File: src/hdl/i2c_register_access_master_assert.svh
// Assertion macros for the I2C register access master.
// Needs clk and rst in the scope where the macros are used.
`ifndef I2C_REGISTER_ACCESS_MASTER_ASSERT_SVH
`define I2C_REGISTER_ACCESS_MASTER_ASSERT_SVH

// Same-cycle implication, disabled during reset.
`define I2CRAM_ASSERT_IMP(lbl, ante, cons, msg) \
  lbl: assert property (@(posedge clk) disable iff (rst) (ante) |-> (cons)) \
    else $error(msg);

// Next-cycle implication, disabled during reset.
`define I2CRAM_ASSERT_NXT(lbl, ante, cons, msg) \
  lbl: assert property (@(posedge clk) disable iff (rst) (ante) |=> (cons)) \
    else $error(msg);

`endif

File: src/hdl/i2cram_pkg.sv
// Shared types and constants for the I2C register access master.
// No dependencies; used by the channel interfaces and the top level.
package i2cram_pkg;

  // Operation codes
  localparam logic [1:0] OP_WRITE     = 2'd0;
  localparam logic [1:0] OP_READ_BYTE = 2'd1;
  localparam logic [1:0] OP_READ_WORD = 2'd2;
  localparam logic [1:0] OP_READ_SIX  = 2'd3;

  // Configuration port
  localparam int unsigned CFG_ADDR_W = 3;
  localparam logic REG_HALF_STEP_TICKS = 1'b0;

  typedef struct packed {
    logic       start_request;
    logic [1:0] operation;
    logic [6:0] device_address;
    logic [7:0] register_address;
    logic [7:0] write_data;
    logic       sda_in;
  } req_t;

  typedef struct packed {
    logic        scl_level;
    logic        sda_level;
    logic        sda_drive;
    logic        busy_res;
    logic        done_res;
    logic [15:0] first_word;
    logic [15:0] second_word;
  } res_t;

endpackage

File: src/hdl/i2cram_req_if.sv
// Tick request channel: valid/ready handshake with a req_t payload.
// Depends on i2cram_pkg.
interface i2cram_req_if import i2cram_pkg::*; ();
  logic valid;
  logic ready;
  req_t data;

  modport source (output valid, output data, input ready);
  modport sink (input valid, input data, output ready);
endinterface

File: src/hdl/i2cram_res_if.sv
// Tick result channel: valid/ready handshake with a res_t payload.
// Depends on i2cram_pkg.
interface i2cram_res_if import i2cram_pkg::*; ();
  logic valid;
  logic ready;
  res_t data;

  modport source (output valid, output data, input ready);
  modport sink (input valid, input data, output ready);
endinterface

File: src/hdl/i2c_register_access_master.sv
// I2C register access master: runs one register transaction per start request
// on a bit-banged bus. Depends on i2cram_pkg, i2cram_req_if, i2cram_res_if
// and i2c_register_access_master_assert.svh.
//
// Each request transaction is one time tick of the pin sequencer and yields
// exactly one result transaction holding the pin levels of the phase in force
// during that tick, busy/done flags and the words read so far. Ticks are taken
// at one per clock cycle when not stalled: the whole sequencer update (phase,
// counters, shift register, read words) is one short combinational pass from
// the state registers into the state and result registers, so a result appears
// in the cycle after its tick is accepted. The result register decouples the
// two sides; a new tick is accepted whenever the result register is empty or
// is being taken in the same cycle. Operation 0 writes one register, 1 reads a
// byte, 2 reads a big-endian word, 3 reads six bytes (word from bytes 0-1
// and 4-5). Slave ACKs are clocked but not checked. Each pin segment lasts
// one or two delay units of half_step_ticks ticks (0 behaves as 1); the
// register lives at APB byte address 0 and should only be written while idle.
module i2c_register_access_master import i2cram_pkg::*; (
  input  logic                  clk,
  input  logic                  rst,
  i2cram_req_if.sink            req,
  i2cram_res_if.source          res,
  input  logic                  psel,
  input  logic                  penable,
  input  logic                  pwrite,
  input  logic [CFG_ADDR_W-1:0] paddr,
  input  logic [31:0]           pwdata,
  output logic [31:0]           prdata,
  output logic                  pready
);

  `include "i2c_register_access_master_assert.svh"

  // Sequencer phases, in bus order; unlisted phases simply step to the next
  typedef enum logic [4:0] {
    PH_IDLE, PH_RS0, PH_RS1, PH_ST0, PH_ST1, PH_ST2, PH_ST3, PH_ST4, PH_ST5,
    PH_TXL, PH_TXH, PH_TA0, PH_TA1, PH_TA2, PH_RXL, PH_RXH,
    PH_MA0, PH_MA1, PH_MA2, PH_MA3,
    PH_SP0, PH_SP1, PH_SP2, PH_SP3, PH_SP4, PH_SP5
  } phase_t;

  // Configuration
  logic [15:0] half_step_ticks;

  // Sequencer state
  phase_t      phase, phase_next;
  logic [3:0]  bit_counter, bit_counter_next;
  logic [2:0]  byte_counter, byte_counter_next;
  logic [7:0]  shift_register, shift_register_next;
  logic [15:0] delay_counter, delay_counter_next;
  logic [1:0]  held_operation, held_operation_next;
  logic [6:0]  held_device, held_device_next;
  logic [7:0]  held_register, held_register_next;
  logic [7:0]  held_data, held_data_next;
  logic [15:0] word_one, word_one_next;
  logic [15:0] word_two, word_two_next;

  // Result register
  logic res_valid;
  res_t res_data;

  // Combinational helpers
  logic        accept;
  logic        scl, sdl, drv, busy, done;
  logic        ack_bit;
  logic [2:0]  rx_count;
  logic [15:0] limit;
  logic [15:0] delay_sum;
  logic [3:0]  bit_inc;
  logic [2:0]  byte_inc;
  logic [7:0]  rx_byte;
  logic [7:0]  addr_wr, addr_rd;

  assign accept    = req.valid && req.ready;
  assign req.ready = !res_valid || res.ready;
  assign res.valid = res_valid;
  assign res.data  = res_data;

  // ---------------------------------------------------------------- APB
  assign pready = 1'b1;

  always_comb begin
    prdata = '0;
    if (paddr[CFG_ADDR_W-1] == REG_HALF_STEP_TICKS) begin
      prdata = {16'd0, half_step_ticks};
    end
  end

  always_ff @(posedge clk) begin
    if (rst) begin
      half_step_ticks <= 16'd1;
    end else if (psel && penable && pwrite && pready &&
                 paddr[CFG_ADDR_W-1] == REG_HALF_STEP_TICKS) begin
      half_step_ticks <= pwdata[15:0];
    end
  end

  // ---------------------------------------------------------------- sequencer
  assign limit    = (half_step_ticks == 16'd0) ? 16'd1 : half_step_ticks;
  assign rx_count = (held_operation == OP_READ_BYTE) ? 3'd1 :
                    (held_operation == OP_READ_WORD) ? 3'd2 : 3'd6;
  // NACK the last byte, ACK the others
  assign ack_bit  = ({1'b0, byte_counter} + 4'd1) >= {1'b0, rx_count};
  assign delay_sum = delay_counter + 16'd1;
  assign bit_inc   = bit_counter + 4'd1;
  assign byte_inc  = byte_counter + 3'd1;
  assign rx_byte   = {shift_register[6:0], req.data.sda_in};
  assign addr_wr   = {held_device, 1'b0};
  assign addr_rd   = {held_device, 1'b1};

  always_comb begin
    phase_next          = phase;
    bit_counter_next    = bit_counter;
    byte_counter_next   = byte_counter;
    shift_register_next = shift_register;
    delay_counter_next  = delay_counter;
    held_operation_next = held_operation;
    held_device_next    = held_device;
    held_register_next  = held_register;
    held_data_next      = held_data;
    word_one_next       = word_one;
    word_two_next       = word_two;
    scl  = 1'b1;
    sdl  = 1'b1;
    drv  = 1'b1;
    busy = 1'b0;
    done = 1'b0;

    // Pins of the phase in force during this tick
    case (phase)
      PH_IDLE: ;
      PH_RS0, PH_RS1: begin scl = 1'b0; sdl = 1'b1; end
      PH_ST0, PH_ST1: begin scl = 1'b1; sdl = 1'b1; end
      PH_ST2, PH_ST3: begin scl = 1'b1; sdl = 1'b0; end
      PH_ST4, PH_ST5: begin scl = 1'b0; sdl = 1'b0; end
      PH_TXL: begin scl = 1'b0; sdl = shift_register[7]; end
      PH_TXH: begin scl = 1'b1; sdl = shift_register[7]; end
      PH_TA0, PH_TA1, PH_RXL: begin scl = 1'b0; drv = 1'b0; end
      PH_TA2, PH_RXH: begin scl = 1'b1; drv = 1'b0; end
      PH_MA0: begin scl = 1'b0; sdl = 1'b1; end
      PH_MA1, PH_MA3: begin scl = 1'b0; sdl = ack_bit; end
      PH_MA2: begin scl = 1'b1; sdl = ack_bit; end
      PH_SP0, PH_SP1: begin scl = 1'b0; sdl = 1'b0; end
      PH_SP2, PH_SP3: begin scl = 1'b1; sdl = 1'b0; end
      default: begin scl = 1'b1; sdl = 1'b1; end
    endcase

    if (phase == PH_IDLE) begin
      if (req.data.start_request) begin
        held_operation_next = req.data.operation;
        held_device_next    = req.data.device_address;
        held_register_next  = req.data.register_address;
        held_data_next      = req.data.write_data;
        if (req.data.operation != OP_WRITE) begin
          word_one_next = '0;
          word_two_next = '0;
        end
        byte_counter_next   = '0;
        bit_counter_next    = '0;
        shift_register_next = '0;
        delay_counter_next  = '0;
        phase_next          = PH_ST0;
      end
    end else begin
      busy = 1'b1;
      delay_counter_next = delay_sum;
      if (delay_sum >= limit) begin
        delay_counter_next = '0;
        done = (phase == PH_SP5);
        case (phase)
          PH_ST5: begin
            // Byte 0 is the write address; after a repeated start, the read address
            bit_counter_next = '0;
            phase_next       = PH_TXL;
            if (byte_counter == 3'd0) begin
              shift_register_next = addr_wr;
            end else if (byte_counter == 3'd1) begin
              shift_register_next = held_register;
            end else if (held_operation == OP_WRITE) begin
              shift_register_next = held_data;
            end else begin
              shift_register_next = addr_rd;
            end
          end
          PH_TXH: begin
            bit_counter_next = bit_inc;
            if (bit_inc < 4'd8) begin
              shift_register_next = {shift_register[6:0], 1'b0};
              phase_next          = PH_TXL;
            end else begin
              phase_next = PH_TA0;
            end
          end
          PH_TA2: begin
            if (byte_counter == 3'd0) begin
              byte_counter_next   = 3'd1;
              shift_register_next = held_register;
              bit_counter_next    = '0;
              phase_next          = PH_TXL;
            end else if (byte_counter == 3'd1) begin
              byte_counter_next = 3'd2;
              if (held_operation == OP_WRITE) begin
                shift_register_next = held_data;
                bit_counter_next    = '0;
                phase_next          = PH_TXL;
              end else begin
                phase_next = PH_RS0;
              end
            end else if (byte_counter == 3'd2 && held_operation != OP_WRITE) begin
              byte_counter_next   = '0;
              bit_counter_next    = '0;
              shift_register_next = '0;
              phase_next          = PH_RXL;
            end else begin
              phase_next = PH_SP0;
            end
          end
          PH_RXH: begin
            shift_register_next = rx_byte;
            bit_counter_next    = bit_inc;
            if (bit_inc < 4'd8) begin
              phase_next = PH_RXL;
            end else begin
              phase_next = PH_MA0;
              // Bytes two and three of a six-byte read are dropped
              if (held_operation == OP_READ_BYTE) begin
                word_one_next = {8'd0, rx_byte};
              end else if (byte_counter == 3'd0) begin
                word_one_next = {rx_byte, word_one[7:0]};
              end else if (byte_counter == 3'd1) begin
                word_one_next = {word_one[15:8], rx_byte};
              end else if (byte_counter == 3'd4) begin
                word_two_next = {rx_byte, word_two[7:0]};
              end else if (byte_counter == 3'd5) begin
                word_two_next = {word_two[15:8], rx_byte};
              end
            end
          end
          PH_MA3: begin
            byte_counter_next = byte_inc;
            if (byte_inc < rx_count) begin
              bit_counter_next    = '0;
              shift_register_next = '0;
              phase_next          = PH_RXL;
            end else begin
              phase_next = PH_SP0;
            end
          end
          PH_SP5: phase_next = PH_IDLE;
          default: phase_next = phase_t'(phase + 5'd1);
        endcase
      end
    end
  end

  always_ff @(posedge clk) begin
    if (rst) begin
      phase          <= PH_IDLE;
      bit_counter    <= '0;
      byte_counter   <= '0;
      shift_register <= '0;
      delay_counter  <= '0;
      held_operation <= '0;
      held_device    <= '0;
      held_register  <= '0;
      held_data      <= '0;
      word_one       <= '0;
      word_two       <= '0;
    end else if (accept) begin
      phase          <= phase_next;
      bit_counter    <= bit_counter_next;
      byte_counter   <= byte_counter_next;
      shift_register <= shift_register_next;
      delay_counter  <= delay_counter_next;
      held_operation <= held_operation_next;
      held_device    <= held_device_next;
      held_register  <= held_register_next;
      held_data      <= held_data_next;
      word_one       <= word_one_next;
      word_two       <= word_two_next;
    end
  end

  // ---------------------------------------------------------------- result register
  always_ff @(posedge clk) begin
    if (rst) begin
      res_valid <= 1'b0;
    end else if (accept) begin
      res_valid <= 1'b1;
    end else if (res.ready) begin
      res_valid <= 1'b0;
    end
  end

  always_ff @(posedge clk) begin
    if (accept) begin
      res_data.scl_level   <= scl;
      res_data.sda_level   <= sdl;
      res_data.sda_drive   <= drv;
      res_data.busy_res    <= busy;
      res_data.done_res    <= done;
      res_data.first_word  <= word_one_next;
      res_data.second_word <= word_two_next;
    end
  end

  // ---------------------------------------------------------------- assertions
  `I2CRAM_ASSERT_NXT(a_start_enters_st0, accept && phase == PH_IDLE && req.data.start_request, phase == PH_ST0, "start request did not enter start phase")
  `I2CRAM_ASSERT_IMP(a_bit_count_range, phase != PH_IDLE, bit_counter <= 4'd8, "bit counter ran past eight")
  `I2CRAM_ASSERT_IMP(a_done_while_busy, res.valid && res.data.done_res, res.data.busy_res, "done flagged outside a transaction")
  `I2CRAM_ASSERT_IMP(a_stall_only_when_full, !req.ready, res.valid, "request stalled with empty result register")

endmodule

File: src/flat_wrapper.sv
// flat-port wrapper written by rule: the top's interface ports become plain ports
module i2c_register_access_master_flat import i2cram_pkg::*;
  (clk, rst, psel, penable, pwrite, paddr, pwdata, prdata, pready, req_valid, req_data, req_ready, res_valid, res_data, res_ready);
  i2cram_req_if req_i ();
  i2cram_res_if res_i ();
  input  logic clk;
  input  logic rst;
  input  logic psel;
  input  logic penable;
  input  logic pwrite;
  input  logic [CFG_ADDR_W-1:0] paddr;
  input  logic [31:0] pwdata;
  output logic [31:0] prdata;
  output logic pready;
  input wire logic [$bits(req_i.valid)-1:0] req_valid;
  input wire logic [$bits(req_i.data)-1:0] req_data;
  output wire logic [$bits(req_i.ready)-1:0] req_ready;
  output wire logic [$bits(res_i.valid)-1:0] res_valid;
  output wire logic [$bits(res_i.data)-1:0] res_data;
  input wire logic [$bits(res_i.ready)-1:0] res_ready;
  assign req_i.valid = req_valid;
  assign req_i.data = req_data;
  assign req_ready = req_i.ready;
  assign res_valid = res_i.valid;
  assign res_data = res_i.data;
  assign res_i.ready = res_ready;
  i2c_register_access_master u_core (.clk(clk), .rst(rst), .req(req_i), .res(res_i), .psel(psel), .penable(penable), .pwrite(pwrite), .paddr(paddr), .pwdata(pwdata), .prdata(prdata), .pready(pready));
endmodule
File: config.mk
export PLATFORM = sky130hd
export DESIGN_NAME = i2c_register_access_master_flat
export DESIGN_NICKNAME = d
export VERILOG_FILES = /design/src/hdl/i2cram_pkg.sv /design/src/hdl/i2cram_req_if.sv /design/src/hdl/i2cram_res_if.sv /design/src/hdl/i2c_register_access_master.sv /design/src/flat_wrapper.sv
export VERILOG_INCLUDE_DIRS = /design/src /design/src/hdl
export SDC_FILE = /design/constraint.sdc
export NUM_CORES = 1
export LEC_CHECK = 0
export ABC_AREA = 1
export BUFFER_PORTS_ARGS = -buffer_cell sky130_fd_sc_hd__buf_4
export CAP_MARGIN = 25
export CORE_ASPECT_RATIO = 0.6
export CORE_MARGIN = 8
export CORE_UTILIZATION = 25
export DETAILED_ROUTE_END_ITERATION = 10
export GPL_TIMING_DRIVEN = 0
export PLACE_DENSITY_LB_ADDON = 0.2
export SYNTH_ARGS = -nofsm -noshare
export SYNTH_HDL_FRONTEND = slang
export SYNTH_SLANG_ARGS = --single-unit
File: constraint.sdc
create_clock -name clk -period 2.85 [get_ports clk]
set_clock_uncertainty 0.2 [all_clocks]
set_input_delay 0.1425 -clock clk [delete_from_list [all_inputs] [get_ports clk]]
set_output_delay 0.1425 -clock clk [all_outputs]
set_load 0.05 [all_outputs]
Yosys cells after proc, flatten, opt, wreduce, memory -nomap -nowiden
Cells that the tools add are included.
{ "totals": {"elab_cells": 168, "out_inout_bits": 72, "register_bits": 147, "input_bits": 69} }
{ "op_classes": {"magnitude_cmp": 4, "eq_ne": 33, "n_mux": 73, "reduce_logical": 31, "n_addsub": 5, "bitwise": 2} }
{ "ops": {"columns": ["operator", "count"], "rows": [
  ["16-bit 2-to-1 mux", 23],
  ["8-bit 2-to-1 mux", 14],
  ["5-bit == test, second input constant", 9],
  ["5-bit by 4-bit == test with 1-bit output, second input constant", 8],
  ["5-bit 2-to-1 mux", 8],
  ["8-bit one-hot mux with 5 select lines", 1],
  ["4-bit 2-to-1 mux", 9],
  ["5-bit one-hot mux with 6 select lines", 1],
  ["3-bit 2-to-1 mux", 8],
  ["16-bit by 1-bit adder with 16-bit output, second input constant", 1],
  ["16-bit >= comparator", 1],
  ["16-bit logical NOT", 1],
  ["4-bit one-hot mux with 4 select lines", 1],
  ["5-bit by 3-bit == test with 1-bit output, second input constant", 3],
  ["13-bit OR reduction", 1],
  ["8-bit AND reduction", 1],
  ["2-bit nonzero test", 4],
  ["8-bit OR reduction", 1],
  ["7-bit AND reduction", 1],
  ["3-bit == test, second input constant", 2],
  ["3-bit by 1-bit != test with 1-bit output, second input constant", 2],
  ["3-bit one-hot mux with 2 select lines", 1],
  ["3-bit AND reduction", 2],
  ["6-bit nonzero test", 1],
  ["33 further kinds", 44]
]} }

Logic depth before layout (Yosys ltp)
{ "depth": {"depth_word": 10, "ltp_mapped": 21, "ltp_nobuf": 20} }

Worst setup path before layout
OpenSTA, ideal clock, no wires.
{ "synth_path": {"path_kind": "register to register", "startpoint": "reg u_core.delay_counter[0]", "endpoint": "reg, netlist name u_core.res.data[4]", "arrival_ns": 2.604, "required_time_ns": 2.395, "setup_time_ns": 0.255, "synth_period_minus_slack_ns": 3.058, "n_path_buf": 1, "path_stages_with_launch": 17, "path_slack_ns": -0.208, "cell_sequence": "dfxtp_1 -> ha_1 -> nand2_1 -> nor2_1 -> nand4_1 -> nor2_1 -> xor2_1 -> ha_1 -> nand2_1 -> o21ai_0 -> a21oi_4 -> nand2_1 -> buf_4 -> nand2_2 -> inv_1 -> nand2_1 -> nand2_1"} }
{ "synth_between": {"elab_chain_len": 4} }
{ "synth_lines": {"columns": ["element", "line", "source"], "rows": [
  ["start, declared", "i2c_register_access_master.sv:50", "logic [15:0] delay_counter, delay_counter_next;"],
  ["start signal, assigned", "i2c_register_access_master.sv:274", "delay_counter <= delay_counter_next;"],
  ["16-bit by 1-bit adder with 16-bit output", "i2c_register_access_master.sv:104", "assign delay_sum = delay_counter + 16'd1;"],
  ["16-bit >= comparator", "i2c_register_access_master.sv:167", "if (delay_sum >= limit) begin"],
  ["16-bit 2-to-1 mux", "i2c_register_access_master.sv:167", null],
  ["16-bit 2-to-1 mux", "i2c_register_access_master.sv:148", "if (phase == PH_IDLE) begin"],
  ["net u_core.word_two_next[4]", "i2c_register_access_master.sv:56", "logic [15:0] word_two, word_two_next;"]
]} }
The timed path passes the listed nets, and every way through them passes these cells.
A chain may end at the register's enable or synchronous reset.

Worst setup path after layout
{ "layout_path": {"startpoint": "reg u_core.delay_counter[0]", "endpoint": "reg, netlist name u_core.res.data[29]"} }
{ "layout_between": {"elab_chain_len": 4} }
{ "layout_lines": {"columns": ["element", "line", "source"], "rows": [
  ["16-bit by 1-bit adder with 16-bit output", "i2c_register_access_master.sv:104", null],
  ["16-bit >= comparator", "i2c_register_access_master.sv:167", null],
  ["16-bit 2-to-1 mux", "i2c_register_access_master.sv:167", null],
  ["16-bit 2-to-1 mux", "i2c_register_access_master.sv:148", null],
  ["net u_core.word_one_next[13]", "i2c_register_access_master.sv:55", "logic [15:0] word_one, word_one_next;"]
]} }
The timed path passes the listed nets, and every way through them passes these cells.

==> results.yml <==
outcome:
  outcome: "finished with violations"
  violations: "setup timing"
floorplan:
  io_pins: 141
  die_x_um: 253.2
  die_h_um: 158.3
  initial_core_util_pct: 25.23
  die-area_sq_mm: 0.04007
  rows: 52
  core_sq_mm: 0.03344
drt:
  drt-initial-drc-count: 654
  firstDrtPassIters: 5
  route.detailed.drc: 0
  antenna_left: 0
  num_vias: 8643
  wl_per_cell_um: 15.76
  wl_um: 29890
  vias_per_cell: 4.556
setup_path:
  critPathCaptureType: "register"
  cp_max_fo: 6
  crit_path_start_kind: "register"
  worst-setup-path-type: "reg2reg"
  cp.required_ps: 2840
  worstPathArrival_ps: 3120
grt:
  grt_max_degree: 26
  grt_pass1_wl_um: 45510
  antenna_found_initial: 0
  overflow: 0
  grt_pass1_vias: 7951
  grtUsageTotal_pct: 14.71
finish:
  layout-drive-gt1-share_pct: 25.33
  final_nets: 1525
  finalNonFillerCells: 1897
  fin_util_pct: 35.88
  area_growth_pct: 42.24
  final_common_cell: "nand2_1"
  mostFrequentLayoutCells: "nand2_1 (235), nor2_1 (149), inv_1 (136), buf_4 (136), dfxtp_1 (100)"
  nFillCells: 3570
  multiInputGateArea_sq_mm: 0.005027
  stdcell_area_sq_mm: 0.01200
  layout.area.seq_sq_mm: 0.003336
logic_synthesis:
  ys_seq_area_share_pct: 39.27
  synth-edff-count: 37
  yosysWarnings: 0
  synth_cells: 1217
  synthFlopType: "dfxtp_1"
  syn_area_per_cell_sq_um: 6.932
  syn_area_sq_mm: 0.008437
  yosysUniqueCellTypes: 45
  async_flop_share_pct: 0
  ys_seq_elements: 147
clock_tree:
  cts_buffers: 17
  cts.path.max_buffers: 2
  cts.sinks: 147
  cts_root_buf: "clkbuf_16"
  htree_levels: 4
  cts.reportedPaths.clkPinSlew_ps: 70
  insertion_delay_ps: 450
  tritoncts: "built"
place:
  place_inst: 1795
  hpwl_um: 22100
  gp_congestion: 0.8651
  dpl-instance-area_sq_mm: 0.009896
  io_buffers: 103
power_and_ir_drop:
  totalPowerFinal_w: 0.007190
  powerDensity_mw_per_mm2: 599.1
  p_leak_nw: 5.517
  vdd_drop_max_mv: 0.4871
timing:
  post-route-min-period_ps: 3130
  post-route-period-util_pct: 109.8
  setup_violations: 107
  rsz0062_at_grt: "true"
  hold_violations: 0
  fin_hold_ws_ps: 81.35
  fin_ws_ps: -280.5
  max_slew_margin_pct: 41.60
  drv_slew: 0
  fmax_mhz: 319.4
  worstMarginPinSlew_ps: 876.1
run:
  cap_violations: 0
worst_hold_path:
  min_path_type: "in2reg"
final timing paths:
check / start / to / slack (ps) / depth (start not counted)
min: req_data[26] / u_core.held_register[0] / 80 / 5
min reg2reg: u_core.held_device[5] / u_core.held_device[5] / 270 / 2
max: u_core.delay_counter[0] / u_core.res.data[29] / -280 / 15
max reg2reg: u_core.delay_counter[0] / u_core.res.data[29] / -280 / 15
routing by layer:
layer,global-route usage (%),wire length (um),vias to the layer above
li1,-,-,4352
met1,22.56,15900,4069
met2,20.32,12180,199
met3,3.277,1555,23
met4,3.359,264,0
met5,0,0,-
registers in the layout, summed over array words and instances, names as in the netlist:
name                    flops
u_core.half_step_ticks     16
u_core.word_two            16
u_core.byte_counter         3
u_core.held_operation       2
u_core.shift_register       8
u_core.held_register        8
u_core.held_device          7
u_core.res.valid            1
u_core.word_one            16
u_core.delay_counter       16
u_core.phase                5
u_core.bit_counter          4
u_core.res.data            37
u_core.held_data            8
worst max-delay path, cell delays in order (launching register included):
cell and delay, ps:
dfxtp_4 380, ha_4 150, nand2_4 60, nor2_4 100, nand4_1 120, nor2_1 160, xor2_1 270, ha_1 300
nand2_2 130, o21ai_2 100, a21oi_4 250, nand2_4 110, buf_12 170, buf_12 140, nand4_1 130, nand2_2 100
power by group:
group	switching [W]	internal [W]	total, W
logic	0.00148	0.000828	0.00231
clock network	0.000991	0.00138	0.00237
registers	0.000181	0.00233	0.00251
synthesized netlist by cell type (2+ instances only):
cell type  count  share of area (%)
a21oi_1       83                4.9
a31oi_1        2               0.15
buf_1          8               0.36
buf_2         12               0.71
buf_4         21                1.9
clkbuf_1      25                1.1
conb_1         2              0.089
dfxtp_1      110                 26
edfxtp_1      37                 13
ha_1          32                4.7
inv_1        144                6.4
nand2_1      279                 12
nand2_2        4               0.30
nand3_1      134                7.9
nand3_2        3               0.36
nand4_1       22                1.6
nand4_2        2               0.30
nor2_1       157                7.0
nor2_2         5               0.37
nor3_1        15               0.89
nor3_4         2               0.39
o211ai_1       3               0.27
o21ai_0       76                4.5
o22ai_1        2               0.15
or2_2          4               0.30
xnor2_1        3               0.31
xor2_1        12                1.2
layout make-up:
class                      count  area share, %
timing repair buffer         172          12.52
clock buffer                  17          3.545
antenna                        1        0.02085
buffer                        67          3.222
tap                          459          4.786
sequential                   147          27.80
multi-input combinational    872          41.89
inverter                     147          4.723
clock inverter                15          1.491
kinds of logic (layout without fill, tap and decap cells):
group	count (synthesis)	after routing	share of synthesized area, %
AOI/OAI and AO/OA	175	175	11.11
xor gates and xnor gates	15	15	1.557
adders and majority gates	32	32	4.746
buffers and inverters	214	418	10.75
DFF	147	147	39.27
other	2	18	0.08901
and+or+nand+nor	632	633	32.48
timing repair:
item                                    in CTS  in global routing
hold buffers                                46                  0
setup buffers                               15                  4
cloned                                       2                  2
endpoints found under the setup margin     102                119
pin swaps                                   32                 54
resized for setup                           88                124
endpoints found under the hold margin       49                  0
per-stage QoR:
step                setup WS, ps  setup TNS (ps)
global placement          -928.5          -95180
finish                    -280.5          -20080
detailed placement        -814.2          -62860
floorplan                  4.144               0
global route              -437.3          -36430
CTS                       -239.1          -18240
Note: power is estimated with default switching activity, not from simulation.
